**src/raster_fill_and_sprite_blit_core_assert.svh**
```systemverilog
// Assertion macros used by the raster engine walker.
// Each macro expands to a labeled concurrent assertion in simulation
// and to nothing in synthesis.
`ifndef RASTER_FILL_AND_SPRITE_BLIT_CORE_ASSERT_SVH
`define RASTER_FILL_AND_SPRITE_BLIT_CORE_ASSERT_SVH
`ifndef SYNTHESIS
// Check a property at every rising edge, skipped while reset is high.
`define RFSB_ASSERT(lbl, clk, rst, prop) \
  lbl: assert property (@(posedge clk) disable iff (rst) prop) \
    else $error("rfsb assertion failed");
// Check a property at every rising edge, reset included.
`define RFSB_ASSERT_ALWAYS(lbl, clk, prop) \
  lbl: assert property (@(posedge clk) prop) \
    else $error("rfsb assertion failed");
`else
`define RFSB_ASSERT(lbl, clk, rst, prop)
`define RFSB_ASSERT_ALWAYS(lbl, clk, prop)
`endif
`endif

```
**src/rfsb_pkg.sv**
```systemverilog
`timescale 1ns / 1ps
package rfsb_pkg;

  localparam int DEF_MAX_SCREEN_WIDTH  = 256;
  localparam int DEF_MAX_SCREEN_HEIGHT = 256;
  localparam int DEF_SPRITE_WORDS      = 4096;

  // Widest frame address over the parameter range, and raw sprite address width
  localparam int FA_MAX_W   = 24;
  localparam int SPR_RAW_W  = 14;
  localparam int SPR_ADDR_W = 16;
  localparam int COLOR_W    = 32;

  typedef enum logic [2:0] {
    OP_FILL        = 3'd0,
    OP_CLEAR       = 3'd1,
    OP_BLIT        = 3'd2,
    OP_BLIT_MIRROR = 3'd3,
    OP_LOAD        = 3'd4,
    OP_READ        = 3'd5
  } op_t;

  typedef enum logic [1:0] {
    ST_DONE    = 2'd0,
    ST_IGNORED = 2'd1,
    ST_OUTSIDE = 2'd2
  } status_t;

  typedef enum logic [1:0] {
    REG_SCREEN_WIDTH  = 2'd0,
    REG_SCREEN_HEIGHT = 2'd1,
    REG_SPRITE_WIDTH  = 2'd2,
    REG_SPRITE_HEIGHT = 2'd3
  } reg_idx_t;

  typedef enum logic [2:0] {
    S_IDLE,
    S_SETUP,
    S_SETUP2,
    S_WALK,
    S_DRAIN,
    S_DONE
  } state_t;

  // One pixel job handed from the walker to the write-back pipeline
  typedef struct packed {
    logic                  valid;
    logic                  blit;
    logic [FA_MAX_W-1:0]   frame_addr;
    logic [SPR_RAW_W-1:0]  sprite_raw;
    logic [COLOR_W-1:0]    color;
  } pix_t;

  typedef struct packed {
    logic                en;
    logic [FA_MAX_W-1:0] addr;
  } frame_rd_t;

  typedef struct packed {
    logic                  en;
    logic [SPR_ADDR_W-1:0] addr;
    logic [COLOR_W-1:0]    data;
  } sprite_wr_t;

  // Clamp a signed edge into 0 .. hi
  function automatic logic [15:0] clamp_edge(input logic signed [15:0] v,
                                             input logic [15:0] hi);
    logic [15:0] u;
    u = v;
    if (v[15]) return '0;
    else if (u > hi) return hi;
    else return u;
  endfunction

endpackage

```
**src/rfsb_walk.sv**
```systemverilog
`timescale 1ns / 1ps
`include "raster_fill_and_sprite_blit_core_assert.svh"
module rfsb_walk #(
  parameter int MAX_SCREEN_WIDTH  = 256,
  parameter int MAX_SCREEN_HEIGHT = 256,
  parameter int SPRITE_WORDS      = 4096
) (
  input  logic                  clk,
  input  logic                  rst,
  input  logic                  start,
  output logic                  busy,
  input  logic [2:0]            op,
  input  logic signed [15:0]    x_start,
  input  logic signed [15:0]    x_end,
  input  logic signed [15:0]    y_start,
  input  logic signed [15:0]    y_end,
  input  logic [3:0]            scale,
  input  logic [31:0]           color,
  input  logic [11:0]           sprite_index,
  input  logic                  cfg_we,
  input  logic [1:0]            cfg_index,
  input  logic [8:0]            cfg_data,
  input  logic [31:0]           frame_rdata,
  output rfsb_pkg::pix_t        pix,
  output rfsb_pkg::frame_rd_t   frame_rd,
  output rfsb_pkg::sprite_wr_t  sprite_wr,
  output logic                  done,
  output logic [31:0]           read_color,
  output logic [1:0]            status
);
  import rfsb_pkg::*;

  localparam int XW   = $clog2(MAX_SCREEN_WIDTH + 1);
  localparam int YW   = $clog2(MAX_SCREEN_HEIGHT + 1);
  localparam int FR_W = $clog2(MAX_SCREEN_WIDTH * MAX_SCREEN_HEIGHT + 1);
  localparam logic [1:0] DRAIN_LAST = 2'd2;

  state_t state, state_next;
  logic [1:0] drain_cnt;

  logic [8:0] scr_w, scr_h;
  logic [6:0] spr_w, spr_h;

  logic [2:0]         c_op;
  logic signed [15:0] c_xs, c_xe, c_ys, c_ye;
  logic [3:0]         c_scale;
  logic [31:0]        c_color;
  logic [11:0]        c_idx;

  logic [XW-1:0]   x, x_lo, x_hi;
  logic [YW-1:0]   y, y_hi;
  logic [19:0]     col_lo, col0, row_lo;
  logic [FR_W-1:0] frow;
  logic [13:0]     srow, stride;

  logic [XW-1:0] act_w, x0c, x1c;
  logic [YW-1:0] act_h, y0c, y1c;
  logic [16:0]   dx0, dy0;
  logic [19:0]   col0_val, row0_val;
  logic [FR_W-1:0] frow_val;
  logic [3:0]    half;
  logic [6:0]    rs7, col_s, col_sel;
  logic [20:0]   col_end, row_end;
  logic          is_blit, is_mirror, is_clear, is_area, ignored, rd_inr;
  logic          xin, yin, accept;

  assign accept    = start && !busy;
  assign is_blit   = (c_op == OP_BLIT) || (c_op == OP_BLIT_MIRROR);
  assign is_mirror = (c_op == OP_BLIT_MIRROR);
  assign is_clear  = (c_op == OP_CLEAR);
  assign ignored   = is_blit && (c_scale == 4'd0);
  assign is_area   = (c_op == OP_FILL) || is_clear || (is_blit && !ignored);
  assign half      = c_scale >> 1;

  // Saturate the active screen to the store size
  assign act_w = (int'(scr_w) > MAX_SCREEN_WIDTH)  ? XW'(MAX_SCREEN_WIDTH)  : XW'(scr_w);
  assign act_h = (int'(scr_h) > MAX_SCREEN_HEIGHT) ? YW'(MAX_SCREEN_HEIGHT) : YW'(scr_h);

  // Clamp the rectangle corners and find the first sample offsets
  always_comb begin
    x0c = is_clear ? '0 : XW'(clamp_edge(c_xs, 16'(act_w)));
    x1c = is_clear ? act_w : XW'(clamp_edge(c_xe, 16'(act_w)));
    y0c = is_clear ? '0 : YW'(clamp_edge(c_ys, 16'(act_h)));
    y1c = is_clear ? act_h : YW'(clamp_edge(c_ye, 16'(act_h)));
    dx0 = {1'b0, 16'(x0c)} - {c_xs[15], c_xs};
    dy0 = {1'b0, 16'(y0c)} - {c_ys[15], c_ys};
    col0_val = {4'b0, dx0[15:0]} * {16'b0, c_scale};
    row0_val = {4'b0, dy0[15:0]} * {16'b0, c_scale};
    frow_val = FR_W'(y0c) * FR_W'(act_w);
  end

  // Range tests of the current pixel and row
  always_comb begin
    col_end = {1'b0, col_lo} + 21'(c_scale);
    row_end = {1'b0, row_lo} + 21'(c_scale);
    xin = is_blit ? ((x < act_w) && (col_end <= 21'(spr_w))) : (x < x_hi);
    yin = is_blit ? ((y < act_h) && (row_end <= 21'(spr_h))) : (y < y_hi);
    rd_inr = !c_xs[15] && ($unsigned(c_xs) < 16'(act_w)) &&
             !c_ys[15] && ($unsigned(c_ys) < 16'(act_h));
    rs7     = row_lo[6:0] + 7'(half);
    col_s   = col_lo[6:0] + 7'(half);
    col_sel = is_mirror ? (spr_w - 7'd1 - col_s) : col_s;
  end

  // Next state
  always_comb begin
    state_next = state;
    unique case (state)
      S_IDLE:   if (accept) state_next = S_SETUP;
      S_SETUP:  state_next = S_SETUP2;
      S_SETUP2: state_next = is_area ? S_WALK : S_DRAIN;
      S_WALK:   if (!yin) state_next = S_DRAIN;
      S_DRAIN:  if (drain_cnt == DRAIN_LAST) state_next = S_DONE;
      S_DONE:   state_next = S_IDLE;
      default:  state_next = S_IDLE;
    endcase
  end

  // Outputs
  always_comb begin
    busy = (state != S_IDLE);
    done = (state == S_DONE);
    pix.valid      = (state == S_WALK) && yin && xin;
    pix.blit       = is_blit;
    pix.frame_addr = FA_MAX_W'(frow + FR_W'(x));
    pix.sprite_raw = srow + {7'b0, col_sel};
    pix.color      = c_color;
    frame_rd.en    = (state == S_SETUP2) && (c_op == OP_READ);
    frame_rd.addr  = FA_MAX_W'(frow + FR_W'(x));
    sprite_wr.en   = (state == S_SETUP2) && (c_op == OP_LOAD) &&
                     (int'(c_idx) < SPRITE_WORDS);
    sprite_wr.addr = SPR_ADDR_W'(c_idx);
    sprite_wr.data = c_color;
    read_color     = ((c_op == OP_READ) && rd_inr) ? frame_rdata : '0;
    if (ignored) status = ST_IGNORED;
    else if ((c_op == OP_READ) && !rd_inr) status = ST_OUTSIDE;
    else status = ST_DONE;
  end

  // Control state and configuration registers
  always_ff @(posedge clk) begin
    if (rst) begin
      state     <= S_IDLE;
      drain_cnt <= '0;
      scr_w     <= '0;
      scr_h     <= '0;
      spr_w     <= '0;
      spr_h     <= '0;
    end else begin
      state     <= state_next;
      drain_cnt <= (state == S_DRAIN) ? drain_cnt + 2'd1 : '0;
      if (cfg_we) begin
        unique case (reg_idx_t'(cfg_index))
          REG_SCREEN_WIDTH:  scr_w <= cfg_data;
          REG_SCREEN_HEIGHT: scr_h <= cfg_data;
          REG_SPRITE_WIDTH:  spr_w <= cfg_data[6:0];
          REG_SPRITE_HEIGHT: spr_h <= cfg_data[6:0];
          default: ;
        endcase
      end
    end
  end

  // Command capture and walk counters
  always_ff @(posedge clk) begin
    if (accept) begin
      c_op    <= op;
      c_xs    <= x_start;
      c_xe    <= x_end;
      c_ys    <= y_start;
      c_ye    <= y_end;
      c_scale <= scale;
      c_color <= color;
      c_idx   <= sprite_index;
    end
    if (state == S_SETUP) begin
      x      <= x0c;
      x_lo   <= x0c;
      x_hi   <= x1c;
      y      <= y0c;
      y_hi   <= y1c;
      col_lo <= col0_val;
      col0   <= col0_val;
      row_lo <= row0_val;
      frow   <= frow_val;
    end
    if (state == S_SETUP2) begin
      srow   <= {7'b0, rs7} * {7'b0, spr_w};
      stride <= {10'b0, c_scale} * {7'b0, spr_w};
    end
    // Advance along the row, or wrap to the next row
    if ((state == S_WALK) && yin) begin
      if (xin) begin
        x      <= x + XW'(1);
        col_lo <= col_lo + 20'(c_scale);
      end else begin
        x      <= x_lo;
        col_lo <= col0;
        y      <= y + YW'(1);
        row_lo <= row_lo + 20'(c_scale);
        frow   <= frow + FR_W'(act_w);
        srow   <= srow + stride;
      end
    end
  end

  `RFSB_ASSERT_ALWAYS(a_rst_idle, clk, rst |=> !busy)
  `RFSB_ASSERT(a_accept_busy, clk, rst, (start && !busy) |=> busy)
  `RFSB_ASSERT(a_ignored_quiet, clk, rst, pix.valid |-> !ignored)
  `RFSB_ASSERT(a_done_single, clk, rst, done |=> !done)
  `RFSB_ASSERT(a_read_only_op, clk, rst, frame_rd.en |-> (c_op == OP_READ))

endmodule

```
**config.mk**
```make
export PLATFORM = sky130hd
export DESIGN_NAME = rfsb_walk
export DESIGN_NICKNAME = d
export VERILOG_FILES = /design/src/rfsb_pkg.sv /design/src/rfsb_walk.sv
export VERILOG_INCLUDE_DIRS = /design/src /design/src/src
export SDC_FILE = /design/constraint.sdc
export NUM_CORES = 1
export LEC_CHECK = 0
export BUFFER_PORTS_ARGS = -buffer_cell sky130_fd_sc_hd__buf_2
export CAP_MARGIN = 20
export CORE_UTILIZATION = 40
export CTS_BUF_LIST = sky130_fd_sc_hd__clkbuf_16
export DETAILED_ROUTE_END_ITERATION = 7
export PLACE_DENSITY = 0.69
export SKIP_CTS_REPAIR_TIMING = 1
export SYNTH_ARGS = -nofsm -noshare
export SYNTH_HDL_FRONTEND = slang
export SYNTH_SLANG_ARGS = --single-unit
```
**constraint.sdc**
```tcl
create_clock -name clk -period 14.2 [get_ports clk]
set_clock_uncertainty 0.05 [all_clocks]
set_input_delay 2.13 -clock clk [delete_from_list [all_inputs] [get_ports clk]]
set_output_delay 2.13 -clock clk [all_outputs]
set_load 0.01 [all_outputs]
```
==> results of run 1 <==
==> synthesized netlist by cell type, types with 5 or more instances <==
library cell  number  area [µm²]
edfxtp_1         202        6066
xnor2_1          102       893.4
and3b_1            7       61.31
and4_1             5       43.79
nand2_1          286        1074
buf_1              6       22.52
and2_1           125       782.0
a31oi_1           19       118.9
nand4_1           23       143.9
nand3_1           65       325.3
o31a_1             8       70.07
buf_2             12       60.06
a221oi_1           5       43.79
xor2_1            62       543.0
o21bai_1          16       120.1
or3_1             10       62.56
ha_1             290        3628
clkbuf_1          75       281.5
nor3_1            52       260.3
nand2b_1          35       219.0
a21oi_1          126       630.6
a2111oi_0          5       43.79
nand3b_1          14       105.1
buf_4             73       548.0
o22ai_1           13       81.33
and3_1            23       143.9
nor4_1            15       93.84
a211oi_1          39       292.8
o2111ai_1          6       52.55
o21a_1            19       142.6
mux2_2            14       157.7
dfxtp_1           97        1942
o31ai_1            9       67.56
o211ai_1          21       157.7
a22oi_1           11       82.58
fa_1             150        3003
mux2i_1           68       680.7
a21boi_0          11       82.58
a21o_1            52       390.4
o21ai_0           86       430.4
or2_2             11       68.82
nor2_1           250       938.4
inv_1            317        1190
nor2b_1           53       331.6
or4_1              6       45.04
==> final cells by class <==
class                      instances  area [µm²]  area share, %
tap                              873        1092          3.572
clock buffer                      39       975.9          3.191
sequential                       299        8008          26.19
clock inverter                    28       352.8          1.154
antenna                            2       5.005        0.01637
timing repair buffer             350        1809          5.917
inverter                         323        1212          3.965
multi-input combinational       2195       17120          56.00
==> critical path: cells and delay by family (launching register included) <==
kind / cells / cell delay, ns
AOI/OAI and AO/OA: 17 / 3.57
xor gates and xnor gates: 1 / 0.16
adders and majority gates: 5 / 2.12
buffers and inverters: 4 / 0.82
DFF: 1 / 0.52
muxes: 2 / 0.29
and+or+nand+nor: 6 / 1.50
==> kinds of logic after synthesis <==
| group | count (synthesis) | share of synthesized area [%] |
|---|---|---|
| mux | 82 | 3.084 |
| fa+ha+maj | 440 | 24.40 |
| simple gates | 992 | 17.63 |
| flops | 299 | 29.46 |
| buf+inv | 491 | 7.899 |
| other cells | 1 | 0.01380 |
| xor+xnor | 164 | 5.284 |
| compound gates | 501 | 12.23 |
==> placed cells by master (no fill, tap or decap), types with 9 or more instances in the layout <==
| cell | count |
|---|---|
| a211oi_1 | 39 |
| a21boi_0 | 11 |
| a21o_1 | 51 |
| a21oi_1 | 125 |
| a22oi_1 | 11 |
| a31oi_1 | 19 |
| and2_1 | 125 |
| and3_1 | 23 |
| buf_2 | 327 |
| buf_4 | 23 |
| clkbuf_16 | 39 |
| conb_1 | 16 |
| dfxtp_1 | 97 |
| edfxtp_1 | 202 |
| fa_1 | 150 |
| ha_1 | 290 |
| inv_1 | 325 |
| mux2_2 | 14 |
| mux2i_1 | 68 |
| nand2_1 | 286 |
| nand2b_1 | 34 |
| nand3_1 | 64 |
| nand3b_1 | 14 |
| nand4_1 | 23 |
| nor2_1 | 248 |
| nor2b_1 | 53 |
| nor3_1 | 52 |
| nor4_1 | 15 |
| o211ai_1 | 21 |
| o21a_1 | 19 |
| o21ai_0 | 86 |
| o21bai_1 | 16 |
| o22ai_1 | 13 |
| o31ai_1 | 9 |
| or2_2 | 11 |
| or3_1 | 10 |
| xnor2_1 | 102 |
| xor2_1 | 62 |
==> final timing paths <==
check	from	to	slack (ns)	depth (start not counted)
worst max register to register	scr_w[8]$_SDFFE_PP0P_	col_lo[18]$_DFFE_PP_	4.88	35
worst min register to register	drain_cnt[0]$_SDFF_PP0_	drain_cnt[0]$_SDFF_PP0_	0.36	1
worst max-delay path	scr_w[8]$_SDFFE_PP0P_	col_lo[18]$_DFFE_PP_	4.88	35
worst min-delay path	drain_cnt[0]$_SDFF_PP0_	drain_cnt[0]$_SDFF_PP0_	0.36	1
==> sequential cells by signal (all words and copies together), names as in the netlist, 11 cells and up <==
signal,count
c_color,32
col0,20
c_ye,16
c_idx,12
c_ys,16
frow,17
row_lo,20
c_xs,16
c_xe,16
stride,11
srow,14
col_lo,20
==> power by group <==
part | total (mW) | switching, mW | internal, mW
logic | 1.86 | 1.08 | 0.778
registers | 1.35 | 0.191 | 1.16
clock network | 1.03 | 0.416 | 0.615
total | 4.24 | 1.69 | 2.55
==> per-layer routing <==
layer	routed length [µm]	part of all wire, %
met1	31840	44
met2	33230	46
met3	5188	7.1
met4	2567	3.5
met5	32	0.044
==> impl_metrics.csv, run 1 <==
group,metric,value,unit
global_routing,grt_max_degree,62,
pwr,leakage,14.34,nW
synthesis,synth_edf_count,202,
placement,dp_cells,4040,
pwr,power,4.240,mW
placement,placed_area,29250,µm²
placement,pre_cts_ws,5.045,ns
clock_network,cts_tree,"yes",
worst_hold_path,hp-class,"flip-flop to flip-flop",
placement,io_buffers,327,
pwr,ir_drop,99.17,µV
floorplan,initial_core_util,40.47,%
setup_path,crit_fanout,18,
clock_network,cts_htree_levels,2,
detailed_routing,drc,0,
global_routing,overflow,0,
cells_and_area,stdcell_count,4109,
synthesis,async_reset_ff_share,0,%
detailed_routing,initialDrtViolationCount,1691,
synthesis,synth.distinct_cells,83,
floorplan,ios,344,
floorplan,die_width,262.7,µm
global_routing,grt_pass1_wl,114300,µm
timing,worst_slew_pin_slew,1.095,ns
timing,setup_viol,0,
timing,rsz0062_at_grt,"false",
floorplan,core,67160,µm²
global_routing,grt_usage,20.84,%
synthesis,syn_area_per_cell,9.152,µm²
global_routing,grt_pass1_vias,20780,
setup_path,crit_top_cell,"a21o_1",
cells_and_area,fin_util,45.53,%
timing,slew_headroom,26.71,%
pwr,pwr_density_cell,138.7,nW/µm²
floorplan,std_cell_rows,95,
synthesis,synthCells,2970,
placement,dp_hpwl,57050,µm
floorplan,die_height,262.7,µm
timing,fin_crit_sh,65.63,%
clock_network,numCtsBuffers,38,
detailed_routing,via_per_inst,5.266,
timing,fin_tns_setup,0,ns
setup_path,worstPathArrival,9.58,ns
global_routing,grt_antenna_before_repair,4,
clock_network,clk_latency,0.60,ns
synthesis,synth_seq_area_share,29.46,%
detailed_routing,detail_route.first_pass.iterations,5,
setup_path,worstPathRequired,14.46,ns
detailed_routing,ant_nets,0,
cells_and_area,fill_cells,6366,
clock_network,clk_pin_slew,0.06,ns
setup_path,critical_path_class,"flip-flop to flip-flop",
setup_path,slowest_delay,0.73,ns
job,drv_cap,0,
setup_path,start_kind,"flip-flop",
synthesis,yosys_warnings,0,
placement,place.gp.congestion,0.9703,
setup_path,crit_path_top_delay_cell,"a311oi_1",
detailed_routing,num_vias,21638,
outcome,status,"complete, no violations",
cells_and_area,nets,3809,
global_routing,met2_usage,34.06,%
cells_and_area,fin_area,30580,µm²
floorplan,die_area,69000,µm²
synthesis,synthFlopType,"edfxtp_1",
synthesis,netlist_area,27180,µm²
global_routing,use_met1,27.70,%
timing,timing.fmax,0.1073,GHz
timing,post-route-min-period,9.319,ns
timing,hold_ws,0.3577,ns
detailed_routing,wire_per_inst,17.73,µm
global_routing,grt-busiest-layer,"met2",
cells_and_area,syn2layout_area_growth,12.50,%
setup_path,crit_path_end_kind,"flip-flop",
timing,drv_slew,0,
clock_network,cts.sinks,299,
timing,hold_viol_final,0,
clock_network,cts_buffer_depth,3,
timing,layout_setup_ws,4.881,ns
synthesis,ys_seq_elements,299,
clock_network,clock-root-buffer,"clkbuf_16",
global_routing,met3_usage,3.476,%
detailed_routing,wl,72860,µm
cells_and_area,drive_above_1_share,14.04,%
Power figures use the tool's default switching activity.
==> run 2, diff against run 1 <==
Settings changed: ABC_AREA set to 1, PLACE_DENSITY 0.69 to 0.71.
Clock period 14.2 ns to 8.5 ns, I/O delays scaled along.
==> run 2 against run 1 <==
Compared with the run above:
- final area grew 2.9%
- non-clock buffer count grew 16
- die area grew 2.4%
- critical endpoint is now row_lo[15]$_DFF_P_
==> impl_metrics.csv, run 2 <==
group,metric,value,unit
synthesis,ys_seq_elements,299,
worst_hold_path,hp-class,"flip-flop to flip-flop",
synthesis,synth_edf_count,202,
synthesis,synth.largest_area_cell,"edfxtp_1",
global_routing,grt_pass1_wl,118500,µm
floorplan,core,68710,µm²
synthesis,synth.distinct_cells,52,
cells_and_area,syn2layout_area_growth,13.08,%
pwr,pwr_density_cell,337.3,nW/µm²
detailed_routing,drt-met1-wl,32570,µm
clock_network,clk_pin_slew,0.06,ns
global_routing,grt_pass1_vias,22812,
setup_path,crit_path_top_delay_cell,"fa_1",
timing,drv_slew,0,
synthesis,synthCells,3561,
timing,hold_ws,0.3627,ns
synthesis,netlist_area,27830,µm²
setup_path,slowest_delay,0.52,ns
global_routing,grt_usage,21.11,%
floorplan,ios,344,
detailed_routing,via_per_inst,5.014,
synthesis,async_reset_ff_share,0,%
synthesis,synth_commonest_cells,"799 x nand2_1, 584 x inv_1, 331 x nor2_1",
pwr,power,10.61,mW
detailed_routing,drc,0,
job,drv_cap,0,
detailed_routing,detail_route.first_pass.iterations,5,
global_routing,grt_max_degree,73,
clock_network,cts_tree,"yes",
floorplan,die_area,70620,µm²
setup_path,worstPathArrival,8.20,ns
global_routing,grt_antenna_before_repair,2,
detailed_routing,highest_layer,"met5",
synthesis,synthTopCellsByArea,"edfxtp_1 22%, ha_1 13%, fa_1 11%",
outcome,status,"complete, no violations",
cells_and_area,regMostFlops,"c_color",
timing,setup_viol,0,
synthesis,syn_area_per_cell,7.814,µm²
cells_and_area,layout_common_cells,"797 x nand2_1, 589 x inv_1, 330 x nor2_1, 327 x buf_2, 290 x ha_1",
setup_path,start_kind,"flip-flop",
floorplan,initial_core_util,40.50,%
placement,io_buffers,327,
cells_and_area,largest_reg_flops,32,
floorplan,die_height,265.8,µm
setup_path,crit_top_cell,"nand2_1",
cells_and_area,final_common_cell,"nand2_1",
timing,fin_tns_setup,0,ns
placement,place.gp.congestion,0.9022,
cells_and_area,nets,4443,
cells_and_area,diodes,0,
synthesis,synthDominantCellAreaShare,21.80,%
setup_path,worstPathRequired,8.87,ns
setup_path,crit_buf_inv,8,
setup_path,critPathTopFamily,"simple AND/OR/NAND/NOR gates",
pwr,leakage,16.07,nW
clock_network,cts_buffer_depth,3,
timing,hold_viol_final,0,
setup_path,critical_path_class,"flip-flop to flip-flop",
detailed_routing,ant_nets,0,
timing,post-route-min-period,7.831,ns
floorplan,std_cell_rows,96,
timing,timing.fmax,0.1277,GHz
detailed_routing,initialDrtViolationCount,1600,
clock_network,cts.sinks,299,
pwr,ir_drop,263.7,µV
synthesis,synthFlopType,"edfxtp_1",
clock_network,clk_latency,0.58,ns
clock_network,numCtsBuffers,37,
setup_path,crit_path_end_kind,"flip-flop",
synthesis,synth_seq_area_share,28.78,%
detailed_routing,wire_per_inst,15.73,µm
floorplan,die_width,265.8,µm
clock_network,cts_htree_levels,2,
timing,worst_slew_pin_slew,0.9505,ns
placement,dp_hpwl,59680,µm
detailed_routing,wl,75510,µm
detailed_routing,num_vias,24069,
clock_network,clock-root-buffer,"clkbuf_16",
detailed_routing,wl_met3,4977,µm
setup_path,crit_fanout,10,
timing,fin_crit_sh,92.13,%
global_routing,overflow,0,
synthesis,yosys_warnings,0,
synthesis,yosysMostFrequentCell,"nand2_1",
cells_and_area,drive_above_1_share,12.87,%
detailed_routing,met2_length,35550,µm
timing,slew_headroom,36.56,%
==> run 2: cell types whose count changed after synthesis, sizes merged, moves of 35 or more <==
cell / delta
nand2: +528
inv: +269
and2: -122
o21ai: +121
nand3: +118
nor2: +86
xnor2: -66
nor2b: -53
mux2i: -52
xor2: +52
a21oi: +51
a21o: -38
nand2b: -35
==> run 2: layout make-up <==
cell class | count | area [µm²]
Timing Repair Buffer | 366 | 1969
Fill cell | 6793 | 37240
Tap cell | 931 | 1165
Inverter | 596 | 2245
Multi-Input combinational cell | 2541 | 16830
Sequential cell | 299 | 8008
Clock inverter | 29 | 294.0
Clock buffer | 38 | 950.9
==> run 2: kinds of logic (layout without fill, tap and decap cells) <==
| group | count (synthesis) | after routing | synth area share [%] |
|---|---|---|---|
| compound gates | 459 | 459 | 8.894 |
| mux | 17 | 17 | 0.6160 |
| simple gates | 1459 | 1459 | 22.02 |
| fa+ha+maj | 440 | 440 | 23.83 |
| flops | 299 | 299 | 28.78 |
| xor+xnor | 150 | 150 | 4.721 |
| other cells | 1 | 16 | 0.01348 |
| buf+inv | 736 | 1029 | 11.12 |
==> run 2: per-stage QoR <==
step                instance area, µm²  instances  setup WS, ns  util [%]
floorplan                        27880       3576         1.412         -
global placement                 30110       4729        0.5795     43.83
detailed placement               30110       4729        0.4230     43.83
CTS                              31360       4796        0.3724     45.64
global route                     31470       4800       -0.1369     45.80
finish                           31470       4800        0.6688     45.80
==> run 2: final timing paths <==
check | start | endpoint | slack (ns) | cells after the start
min reg2reg | drain_cnt[0]$_SDFF_PP0_ | drain_cnt[0]$_SDFF_PP0_ | 0.36 | 1
max reg2reg | scr_h[4]$_SDFFE_PP0P_ | row_lo[15]$_DFF_P_ | 0.67 | 46
min | drain_cnt[0]$_SDFF_PP0_ | drain_cnt[0]$_SDFF_PP0_ | 0.36 | 1
max | scr_h[4]$_SDFFE_PP0P_ | row_lo[15]$_DFF_P_ | 0.67 | 46
==> run 2: power by group <==
part           switching [mW]  internal (mW)  leakage [nW]
Combinational            4.00           2.32          12.7
Clock                   0.666          0.969         0.623
Sequential              0.391           2.26          2.70
==> run 2: layer usage <==
layer	vias to the layer above	global-route usage [%]
li1	11950	-
met1	11152	27.26
met2	826	36.09
met3	139	2.948
met4	2	7.114
met5	-	0
